$ cat src/hdl/tfst_pkg.sv
// Shared types, constants and helpers of the touch frame slot tracker.
// Used by the front, queue, back, top level and checker; no dependencies.

package tfst_pkg;

    localparam int SLOTS      = 10;
    localparam int ID_W       = 5;
    localparam int COORD_W    = 12;
    localparam int BYTE_W     = 8;
    localparam int SLOT_OUT_W = 4;
    localparam int CNT_W      = (SLOTS > 1) ? $clog2(SLOTS) : 1;
    localparam int CFG_IDX_W  = 4;
    localparam int IN_DATA_W  = 40;
    localparam int OUT_DATA_W = 40;
    localparam int Q_DEPTH    = 2;
    localparam int Q_PTR_W    = (Q_DEPTH > 1) ? $clog2(Q_DEPTH) : 1;
    localparam int Q_CNT_W    = $clog2(Q_DEPTH + 1);

    localparam logic [COORD_W-1:0] X_LIMIT_RST = 12'd1024;
    localparam logic [COORD_W-1:0] Y_LIMIT_RST = 12'd768;
    localparam logic [BYTE_W-1:0]  EMPTY_BYTE  = 8'hFF;

    localparam logic [CFG_IDX_W-1:0] CFG_X_LIMIT = 4'd0;
    localparam logic [CFG_IDX_W-1:0] CFG_Y_LIMIT = 4'd1;

    localparam logic [2:0] ST_DOWN = 3'd1;
    localparam logic [2:0] ST_MOVE = 3'd2;

    typedef enum logic [1:0] {
        KIND_CONTACT = 2'd0,
        KIND_LIFT    = 2'd1,
        KIND_SYNC    = 2'd2
    } t_kind;

    typedef enum logic [1:0] {
        BS_IDLE,
        BS_LIFT,
        BS_SYNC
    } t_bstate;

    // one classified record handed from front to back
    typedef struct packed {
        logic                contact;
        logic                frame_end;
        logic [ID_W-1:0]     slot;
        logic [COORD_W-1:0]  x;
        logic [COORD_W-1:0]  y;
        logic [BYTE_W-1:0]   pressure;
    } t_cmd;

    // queue handshake towards the front
    typedef struct packed {
        logic push;
        logic full;
    } t_qwr;

    // lowest pressed slot of a mask; zero when the mask is empty
    function automatic logic [ID_W-1:0] lowest_set(input logic [SLOTS-1:0] m);
        logic [ID_W-1:0] idx;
        idx = '0;
        for (int i = SLOTS - 1; i >= 0; i--) begin
            if (m[i]) idx = ID_W'(i);
        end
        return idx;
    endfunction

endpackage

$ cat src/hdl/tfst_front.sv
// Front end: holds the coordinate limits and the record counter, unpacks
// each record and classifies it. Depends on tfst_pkg.

module tfst_front import tfst_pkg::*; (
    input  logic                  i_clk,
    input  logic                  i_rst_n,
    input  logic                  i_cfg_valid,
    input  logic [CFG_IDX_W-1:0]  i_cfg_index,
    input  logic [COORD_W-1:0]    i_cfg_data,
    input  logic                  i_valid,
    output logic                  o_ready,
    input  logic [IN_DATA_W-1:0]  i_data,
    output t_qwr                  o_qwr_push,
    input  logic                  i_q_full,
    output t_cmd                  o_cmd
);

    logic [COORD_W-1:0] r_x_limit, n_x_limit;
    logic [COORD_W-1:0] r_y_limit, n_y_limit;
    logic [CNT_W-1:0]   r_cnt, n_cnt;

    logic [BYTE_W-1:0]  x_high, y_high, nibbles, status_id, pressure;
    logic [2:0]         status;
    logic [ID_W-1:0]    id;
    logic [COORD_W-1:0] x, y;
    logic               accept, contact, frame_end;

    assign x_high    = i_data[7:0];
    assign y_high    = i_data[15:8];
    assign nibbles   = i_data[23:16];
    assign status_id = i_data[31:24];
    assign pressure  = i_data[39:32];

    assign status = status_id[2:0];
    assign id     = status_id[7:3];
    assign x      = {x_high, nibbles[7:4]};
    assign y      = {y_high, nibbles[3:0]};

    assign o_ready = !i_q_full;
    assign accept  = i_valid && o_ready;

    assign contact = (x_high != EMPTY_BYTE) && (y_high != EMPTY_BYTE)
                  && ((status == ST_DOWN) || (status == ST_MOVE))
                  && (x <= r_x_limit) && (y <= r_y_limit)
                  && (id != '0) && (id <= ID_W'(SLOTS));

    assign frame_end = (r_cnt == CNT_W'(SLOTS - 1));

    // records that neither touch nor close a frame have nothing to do
    assign o_qwr_push.push = accept && (contact || frame_end);
    assign o_qwr_push.full = i_q_full;

    always_comb begin
        o_cmd.contact   = contact;
        o_cmd.frame_end = frame_end;
        o_cmd.slot      = id - ID_W'(1);
        o_cmd.x         = x;
        o_cmd.y         = y;
        o_cmd.pressure  = pressure;
    end

    always_comb begin
        n_x_limit = r_x_limit;
        n_y_limit = r_y_limit;
        n_cnt     = r_cnt;
        if (i_cfg_valid) begin
            unique case (i_cfg_index)
                CFG_X_LIMIT: n_x_limit = i_cfg_data;
                CFG_Y_LIMIT: n_y_limit = i_cfg_data;
                default:     ;
            endcase
        end
        if (accept) begin
            n_cnt = frame_end ? '0 : r_cnt + CNT_W'(1);
        end
    end

    always_ff @(posedge i_clk) begin
        if (!i_rst_n) begin
            r_x_limit <= X_LIMIT_RST;
            r_y_limit <= Y_LIMIT_RST;
            r_cnt     <= '0;
        end else begin
            r_x_limit <= n_x_limit;
            r_y_limit <= n_y_limit;
            r_cnt     <= n_cnt;
        end
    end

endmodule

$ cat src/hdl/tfst_queue.sv
// Short command queue between front and back end.
// Depends on tfst_pkg for the command type and depth.

module tfst_queue import tfst_pkg::*; (
    input  logic  i_clk,
    input  logic  i_rst_n,
    input  t_qwr  i_qwr,
    input  t_cmd  i_cmd,
    output logic  o_full,
    output logic  o_valid,
    input  logic  i_pop,
    output t_cmd  o_cmd
);

    t_cmd               r_mem [Q_DEPTH];
    logic [Q_PTR_W-1:0] r_wr_ptr, r_rd_ptr;
    logic [Q_CNT_W-1:0] r_count;
    logic               push, pop;

    assign o_full  = (r_count == Q_CNT_W'(Q_DEPTH));
    assign o_valid = (r_count != '0);
    assign o_cmd   = r_mem[r_rd_ptr];
    assign push    = i_qwr.push && !i_qwr.full;
    assign pop     = i_pop && o_valid;

    always_ff @(posedge i_clk) begin
        if (push) r_mem[r_wr_ptr] <= i_cmd;
    end

    always_ff @(posedge i_clk) begin
        if (!i_rst_n) begin
            r_wr_ptr <= '0;
            r_rd_ptr <= '0;
            r_count  <= '0;
        end else begin
            if (push) begin
                r_wr_ptr <= (r_wr_ptr == Q_PTR_W'(Q_DEPTH - 1)) ? '0 : r_wr_ptr + Q_PTR_W'(1);
            end
            if (pop) begin
                r_rd_ptr <= (r_rd_ptr == Q_PTR_W'(Q_DEPTH - 1)) ? '0 : r_rd_ptr + Q_PTR_W'(1);
            end
            if (push && !pop)      r_count <= r_count + Q_CNT_W'(1);
            else if (pop && !push) r_count <= r_count - Q_CNT_W'(1);
        end
    end

endmodule

$ cat src/hdl/tfst_back.sv
// Back end: slot masks, event emission and the output register.
// Depends on tfst_pkg.

module tfst_back import tfst_pkg::*; (
    input  logic                   i_clk,
    input  logic                   i_rst_n,
    input  logic                   i_q_valid,
    input  t_cmd                   i_cmd,
    output logic                   o_pop,
    output logic                   o_valid,
    input  logic                   i_ready,
    output logic [OUT_DATA_W-1:0]  o_data,
    output logic [1:0]             o_user,
    output logic                   o_last
);

    t_bstate            r_state, n_state;
    logic [SLOTS-1:0]   r_cur, n_cur;
    logic [SLOTS-1:0]   r_prev, n_prev;
    logic [SLOTS-1:0]   r_lift, n_lift;
    logic               r_ev, n_ev;
    logic               r_valid, n_valid;
    t_kind              r_kind, n_kind;
    logic [ID_W-1:0]    r_slot, n_slot;
    logic [COORD_W-1:0] r_x, n_x, r_y, n_y;
    logic [BYTE_W-1:0]  r_pr, n_pr;
    logic               r_last, n_last;

    logic               can_load;
    logic [SLOTS-1:0]   hit, cur_new, lifted;
    logic [ID_W-1:0]    lift_idx;

    assign can_load = !r_valid || i_ready;
    assign hit      = i_cmd.contact ? (SLOTS'(1) << i_cmd.slot) : '0;
    assign cur_new  = r_cur | hit;
    assign lifted   = r_prev & ~cur_new;
    assign lift_idx = lowest_set(r_lift);

    always_comb begin
        n_state = r_state;
        n_cur   = r_cur;
        n_prev  = r_prev;
        n_lift  = r_lift;
        n_ev    = r_ev;
        n_valid = r_valid && !i_ready;
        n_kind  = r_kind;
        n_slot  = r_slot;
        n_x     = r_x;
        n_y     = r_y;
        n_pr    = r_pr;
        n_last  = r_last;
        o_pop   = 1'b0;
        unique case (r_state)
            BS_IDLE: begin
                if (i_q_valid && can_load) begin
                    o_pop = 1'b1;
                    if (i_cmd.contact) begin
                        n_valid = 1'b1;
                        n_kind  = KIND_CONTACT;
                        n_slot  = i_cmd.slot;
                        n_x     = i_cmd.x;
                        n_y     = i_cmd.y;
                        n_pr    = i_cmd.pressure;
                        // a contact closing a frame is always followed by sync
                        n_last  = !i_cmd.frame_end;
                    end
                    if (i_cmd.frame_end) begin
                        n_prev = cur_new;
                        n_cur  = '0;
                        n_ev   = 1'b0;
                        n_lift = lifted;
                        if (lifted != '0)                      n_state = BS_LIFT;
                        else if (r_ev || i_cmd.contact)        n_state = BS_SYNC;
                    end else begin
                        n_cur = cur_new;
                        n_ev  = r_ev || i_cmd.contact;
                    end
                end
            end
            BS_LIFT: begin
                if (can_load) begin
                    n_valid = 1'b1;
                    n_kind  = KIND_LIFT;
                    n_slot  = lift_idx;
                    n_x     = '0;
                    n_y     = '0;
                    n_pr    = '0;
                    n_last  = 1'b0;
                    n_lift  = r_lift & ~(SLOTS'(1) << lift_idx);
                    if (n_lift == '0) n_state = BS_SYNC;
                end
            end
            BS_SYNC: begin
                if (can_load) begin
                    n_valid = 1'b1;
                    n_kind  = KIND_SYNC;
                    n_slot  = '0;
                    n_x     = '0;
                    n_y     = '0;
                    n_pr    = '0;
                    n_last  = 1'b1;
                    n_state = BS_IDLE;
                end
            end
            default: n_state = BS_IDLE;
        endcase
    end

    always_ff @(posedge i_clk) begin
        if (!i_rst_n) begin
            r_state <= BS_IDLE;
            r_cur   <= '0;
            r_prev  <= '0;
            r_lift  <= '0;
            r_ev    <= 1'b0;
            r_valid <= 1'b0;
        end else begin
            r_state <= n_state;
            r_cur   <= n_cur;
            r_prev  <= n_prev;
            r_lift  <= n_lift;
            r_ev    <= n_ev;
            r_valid <= n_valid;
        end
    end

    always_ff @(posedge i_clk) begin
        r_kind <= n_kind;
        r_slot <= n_slot;
        r_x    <= n_x;
        r_y    <= n_y;
        r_pr   <= n_pr;
        r_last <= n_last;
    end

    assign o_valid = r_valid;
    assign o_user  = r_kind;
    assign o_last  = r_last;
    assign o_data  = {{(OUT_DATA_W - SLOT_OUT_W - 2 * COORD_W - BYTE_W){1'b0}},
                      r_pr, r_y, r_x, r_slot[SLOT_OUT_W-1:0]};

endmodule

$ cat src/hdl/touch_frame_slot_tracker.sv
// Touch frame slot tracker, top level: front end, command queue, back end.
// Depends on tfst_pkg, tfst_front, tfst_queue and tfst_back.
//
// Input stream: one raw finger record per beat; a frame is SLOTS records.
// Output stream: contact, lift and sync events; tlast marks the final event
// caused by one record, tuser carries the event kind.
// Configuration: i_cfg_valid/o_cfg_ready write channel, index 0 is x_limit,
// index 1 is y_limit; other indexes are ignored. Always ready; write only
// while the block is idle.
// Path: a contact record is written into the queue, then the back end pops it
// into the output register that drives the output stream.
// Throughput: a record is taken each cycle while the two-entry queue has
// room; the back end emits one event per cycle while the receiver is ready,
// so a frame-closing record holds it for its contact, lifts and sync. Records
// that neither touch nor close a frame pass the front end only.
// Reset: masks, counter and queue cleared, limits back to 1024 and 768.
// Receiver stall: the output register holds its beat; the queue absorbs up
// to two records, then s_axis_tready falls.

module touch_frame_slot_tracker import tfst_pkg::*; (
    input  logic                   i_clk,
    input  logic                   i_rst_n,
    input  logic                   i_cfg_valid,
    output logic                   o_cfg_ready,
    input  logic [CFG_IDX_W-1:0]   i_cfg_index,
    input  logic [COORD_W-1:0]     i_cfg_data,
    input  logic                   s_axis_tvalid,
    output logic                   s_axis_tready,
    // x_high[7:0], y_high[15:8], low_nibbles[23:16], status_id[31:24],
    // pressure[39:32]
    input  logic [IN_DATA_W-1:0]   s_axis_tdata,
    output logic                   m_axis_tvalid,
    input  logic                   m_axis_tready,
    // slot[3:0], pos_x[15:4], pos_y[27:16], touch_pressure[35:28], zero[39:36]
    output logic [OUT_DATA_W-1:0]  m_axis_tdata,
    // kind[1:0]
    output logic [1:0]             m_axis_tuser,
    output logic                   m_axis_tlast
);

    t_qwr qwr;
    t_cmd front_cmd, back_cmd;
    logic q_full, q_valid, q_pop;

    assign o_cfg_ready = 1'b1;

    tfst_front u_front (
        .i_clk       (i_clk),
        .i_rst_n     (i_rst_n),
        .i_cfg_valid (i_cfg_valid),
        .i_cfg_index (i_cfg_index),
        .i_cfg_data  (i_cfg_data),
        .i_valid     (s_axis_tvalid),
        .o_ready     (s_axis_tready),
        .i_data      (s_axis_tdata),
        .o_qwr_push  (qwr),
        .i_q_full    (q_full),
        .o_cmd       (front_cmd)
    );

    tfst_queue u_queue (
        .i_clk   (i_clk),
        .i_rst_n (i_rst_n),
        .i_qwr   (qwr),
        .i_cmd   (front_cmd),
        .o_full  (q_full),
        .o_valid (q_valid),
        .i_pop   (q_pop),
        .o_cmd   (back_cmd)
    );

    tfst_back u_back (
        .i_clk     (i_clk),
        .i_rst_n   (i_rst_n),
        .i_q_valid (q_valid),
        .i_cmd     (back_cmd),
        .o_pop     (q_pop),
        .o_valid   (m_axis_tvalid),
        .i_ready   (m_axis_tready),
        .o_data    (m_axis_tdata),
        .o_user    (m_axis_tuser),
        .o_last    (m_axis_tlast)
    );

endmodule

$ cat config.mk
export PLATFORM = sky130hd
export DESIGN_NAME = touch_frame_slot_tracker
export DESIGN_NICKNAME = d
export VERILOG_FILES = /design/src/hdl/tfst_pkg.sv /design/src/hdl/tfst_front.sv /design/src/hdl/tfst_queue.sv /design/src/hdl/tfst_back.sv /design/src/hdl/touch_frame_slot_tracker.sv
export SDC_FILE = /design/constraint.sdc
export NUM_CORES = 1
export LEC_CHECK = 0
export ABC_AREA = 1
export BUFFER_PORTS_ARGS = -buffer_cell sky130_fd_sc_hd__buf_4
export CORE_ASPECT_RATIO = 0.9
export CORE_MARGIN = 3
export CORE_UTILIZATION = 30
export CTS_CLUSTER_SIZE = 20
export DETAILED_ROUTE_END_ITERATION = 7
export GPL_TIMING_DRIVEN = 0
export PLACE_DENSITY = 0.53
export REMOVE_ABC_BUFFERS = 1
export SYNTH_ARGS = -nofsm -noshare
export SYNTH_HDL_FRONTEND = slang
export SYNTH_HIERARCHICAL = 1
export SYNTH_SLANG_ARGS = --single-unit
$ cat constraint.sdc
create_clock -name i_clk -period 4.9 [get_ports i_clk]
set_input_delay 0.98 -clock i_clk [delete_from_list [all_inputs] [get_ports i_clk]]
set_output_delay 0.98 -clock i_clk [all_outputs]
set_load 0.005 [all_outputs]
==> flow_metrics.env <==
export IMPL_ios=107
export IMPL_post_cts_buffers=0
export IMPL_crit_family="simple AND/OR/NAND/NOR gates"
export IMPL_worstPathArrival_ns=3.26
export IMPL_grt_max_degree=53
export IMPL_fin_skew_ns=0.01672
export IMPL_tns_ns=0
export IMPL_coreArea_sq_um=28370
export IMPL_route_detailed_drc=0
export IMPL_drt_wl_total_um=19100
export IMPL_ys_warn_count=6
export IMPL_finalPower_mw=4.482
export IMPL_grt_ovfl_total=0
export IMPL_grt_pass1_vias=5494
export IMPL_final_max_slew_viol_count=0
export IMPL_yosysMostFrequentCell="inv_1"
export IMPL_fmax_mhz=319.1
export IMPL_io_buffer_count=101
export IMPL_p_int_mw=3.036
export IMPL_final_core_util=0.3631
export IMPL_hp_class="flop to flop"
export IMPL_insertion_delay_ns=0.43
export IMPL_r2r_slack_ns=2.09
export IMPL_nets=1041
export IMPL_synthDistinctLibCells=43
export IMPL_start_util=0.3099
export IMPL_firstDrtPassIters=5
export IMPL_synth_cell_area_sq_um=8792
export IMPL_grt_usage=0.1220
export IMPL_cts_buffers=17
export IMPL_vias_per_cell=4.407
export IMPL_hp_start="u_front/r_x_limit[4]"
export IMPL_max_slew_margin=0.3730
export IMPL_comb_power_share=0.254
export IMPL_die_area_sq_um=31400
export IMPL_gp_routability_congestion=0.7744
export IMPL_synth_edf_count=117
export IMPL_outcome="finished clean"
export IMPL_clockBufferDepth=2
export IMPL_critPathKind="input port to flop"
export IMPL_r2r_end="u_queue/r_mem[0][11]"
export IMPL_whs_ns=0.4622
export IMPL_antenna_left=0
export IMPL_worst_ir_drop_vdd_mv=0.2764
export IMPL_cts_hold_buf=0
export IMPL_synth_area_leaders="edfxtp_1 (40%), dfxtp_1 (15%), inv_1 (6.1%)"
export IMPL_clock_tree_root_cell="clkbuf_16"
export IMPL_synth_ff_type="edfxtp_1"
export IMPL_yosys_top_cells_count="inv_1 (142), edfxtp_1 (117), nand2_1 (112)"
export IMPL_ys_seq_area_frac=0.5522
export IMPL_p_sw_mw=1.447
export IMPL_drive_above_1_share=0.2297
export IMPL_sw_frac_of_total=0.3227
export IMPL_reg2reg_depth=12
export IMPL_slowest_stage="nor2_4"
export IMPL_clock_sinks=184
export IMPL_synthArstFlopShare=0
export IMPL_crit_path_start_kind="input port"
export IMPL_die_height_um=168.4
export IMPL_final_setup_viol_count=0
export IMPL_min_path_cells=2
export IMPL_critical_path_required_ns=5.03
export IMPL_num_rows=58
export IMPL_ys_ff_latch=184
export IMPL_final_cells=1352
export IMPL_hold_end="u_front/r_x_limit[4]"
export IMPL_dp_hpwl_um=13640
export IMPL_synthToLayoutAreaGrowth_pct=17.18
export IMPL_place_inst=1320
export IMPL_crit_fanout=24
export IMPL_finalHoldViolations=0
export IMPL_cpPeakStageDelay_ns=0.57
export IMPL_rr_startpoint="u_front/r_x_limit[7]"
export IMPL_grt_pass1_wl_um=29840
export IMPL_critical_path_cell_chain="buf_4, ha_1, nand2_1, nor2_1, and2_1, nand4_1, nand2_1, nand3_1, a21oi_1, nand2_1, nor2_4, buf_12"
export IMPL_p_leak_nw=4.214
export IMPL_endpoint_kind="flop"
export IMPL_synth_top_cell_by_area="edfxtp_1"
export IMPL_synth_top_area_share=0.3996
export IMPL_rsz0062_at_grt="no"
export IMPL_clockPowerShare=0.302
export IMPL_drt_iter0_drc=308
export IMPL_h_tree_depth=4
export IMPL_path_clk_slew_ns=0.07
export IMPL_wl_per_cell_um=14.12
export IMPL_p_per_area_nw_per_um2=435.1
export IMPL_cpMostUsedCell="nand2_1"
export IMPL_tightest_slew_ns=0.9406
export IMPL_die_w_um=186.5
export IMPL_cts_resized=0
export IMPL_layout_min_cycle_time_ns=3.133
export IMPL_cp_num_buf_inv=2
export IMPL_cts_tree="yes"
export IMPL_syn_avg_cell_area_sq_um=9.935
export IMPL_finalCritPeriodShare=0.6395
export IMPL_sequentialPowerShare=0.444
export IMPL_vias=5958
export IMPL_antenna_found_initial=0
export IMPL_postSynthCellCount=885
export IMPL_diodes=0
export IMPL_drv_cap=0
## flip-flops by register name, indices dropped and copies added, names as in the netlist, named ones only
signal	count
u_queue/r_count	2
u_back/o_user	2
u_back/r_lift	10
u_front/r_y_limit	12
u_back/o_last	1
u_queue/r_mem	78
u_queue/r_wr_ptr	1
u_back/r_cur	10
u_front/r_x_limit	12
u_back/r_prev	10
u_back/r_x	12
u_front/r_cnt	4
u_back/o_valid	1
u_back/r_y	12
u_queue/r_rd_ptr	1
u_back/r_slot	4
u_back/r_pr	8
u_back/r_state	2
u_back/r_ev	1
## worst min-delay path: stages, from the launching register on
cell,delay (ns)
dfxtp_1,0.30
inv_1,0.06
a21oi_1,0.06
## power groups by stage
stage          Combinational [mW]  Clock, mW  Sequential (mW)
3_5_place_dp                 1.15          0             2.02
6_report                     1.14       1.35             1.99
2_1_floorplan               0.656          0             2.02
5_1_grt                      1.28       1.46             2.01
4_1_cts                      1.15       1.40             1.99
3_3_place_gp                 1.11          0             2.04
## layer usage
metal  track usage  routed length [um]  vias to the layer above
met2        0.1835                8251                      108
met5             0                   0                        -
li1              -                   -                     3023
met3       0.02603                 861                       16
met1        0.1736                9744                     2811
met4       0.04404                 238                        0
## stage by stage
stage / worst slack [ns] / area (sq um)
after global placement: -0.8361 / 9602
final: 1.767 / 10300
after detailed placement: 1.287 / 9708
after global routing: 1.532 / 10300
after floorplan: 0.8003 / 8356
after CTS: 1.752 / 10300
## layout by cell type, fill, tap and decap left out, drive strengths merged
cell	Yosys	final
a21oi	42	42
and2	2	2
a211oi	9	9
buf	49	105
a21o	2	2
o211ai	1	1
o32ai	1	1
clkbuf	14	17
dfxtp	67	67
o311a	1	1
o22ai	3	3
nor2	91	91
conb	2	5
o21ai	52	52
o21a	1	1
ha	31	31
clkinv	3	10
a31oi	8	8
inv	149	157
edfxtp	117	117
nand2	119	119
nand4	10	10
mux2	39	39
nand3	56	56
xor2	3	3
nor3	11	11
o221a	1	1
or2	1	1
## worst max-delay path by stage
stage | slack [ns] | end | startpoint | cells after the start
2_1_floorplan | 0.80 | u_queue/r_mem[0][0] | s_axis_tdata[3] | 11
3_3_place_gp | -0.84 | u_queue/r_mem[1][2] | s_axis_tdata[3] | 11
3_5_place_dp | 1.29 | u_queue/r_mem[1][5] | s_axis_tdata[3] | 12
4_1_cts | 1.75 | u_queue/r_mem[1][24] | s_axis_tdata[3] | 12
5_1_grt | 1.53 | u_queue/r_mem[0][11] | s_axis_tdata[15] | 13
6_report | 1.77 | u_queue/r_mem[0][11] | s_axis_tdata[3] | 12
## final cells by class
type | instances | area (sq um)
fillers | 2830 | 18070
flip-flops and latches | 184 | 4856
multi-input cells | 489 | 2955
repair buffers | 105 | 838.3
inverters | 152 | 570.5
well taps | 390 | 488.0
clock buffers | 17 | 425.4
clock inverters | 15 | 168.9
## kinds of logic after synthesis
group	Yosys count	share of synthesized area
compound gates	121	0.07969
flops	184	0.5522
other cells	2	0.0008542
xor+xnor	3	0.002989
simple gates	290	0.1501
mux	39	0.05422
buf+inv	215	0.1158
fa+ha+maj	31	0.04412
Note: power is estimated with default switching activity, not from simulation.
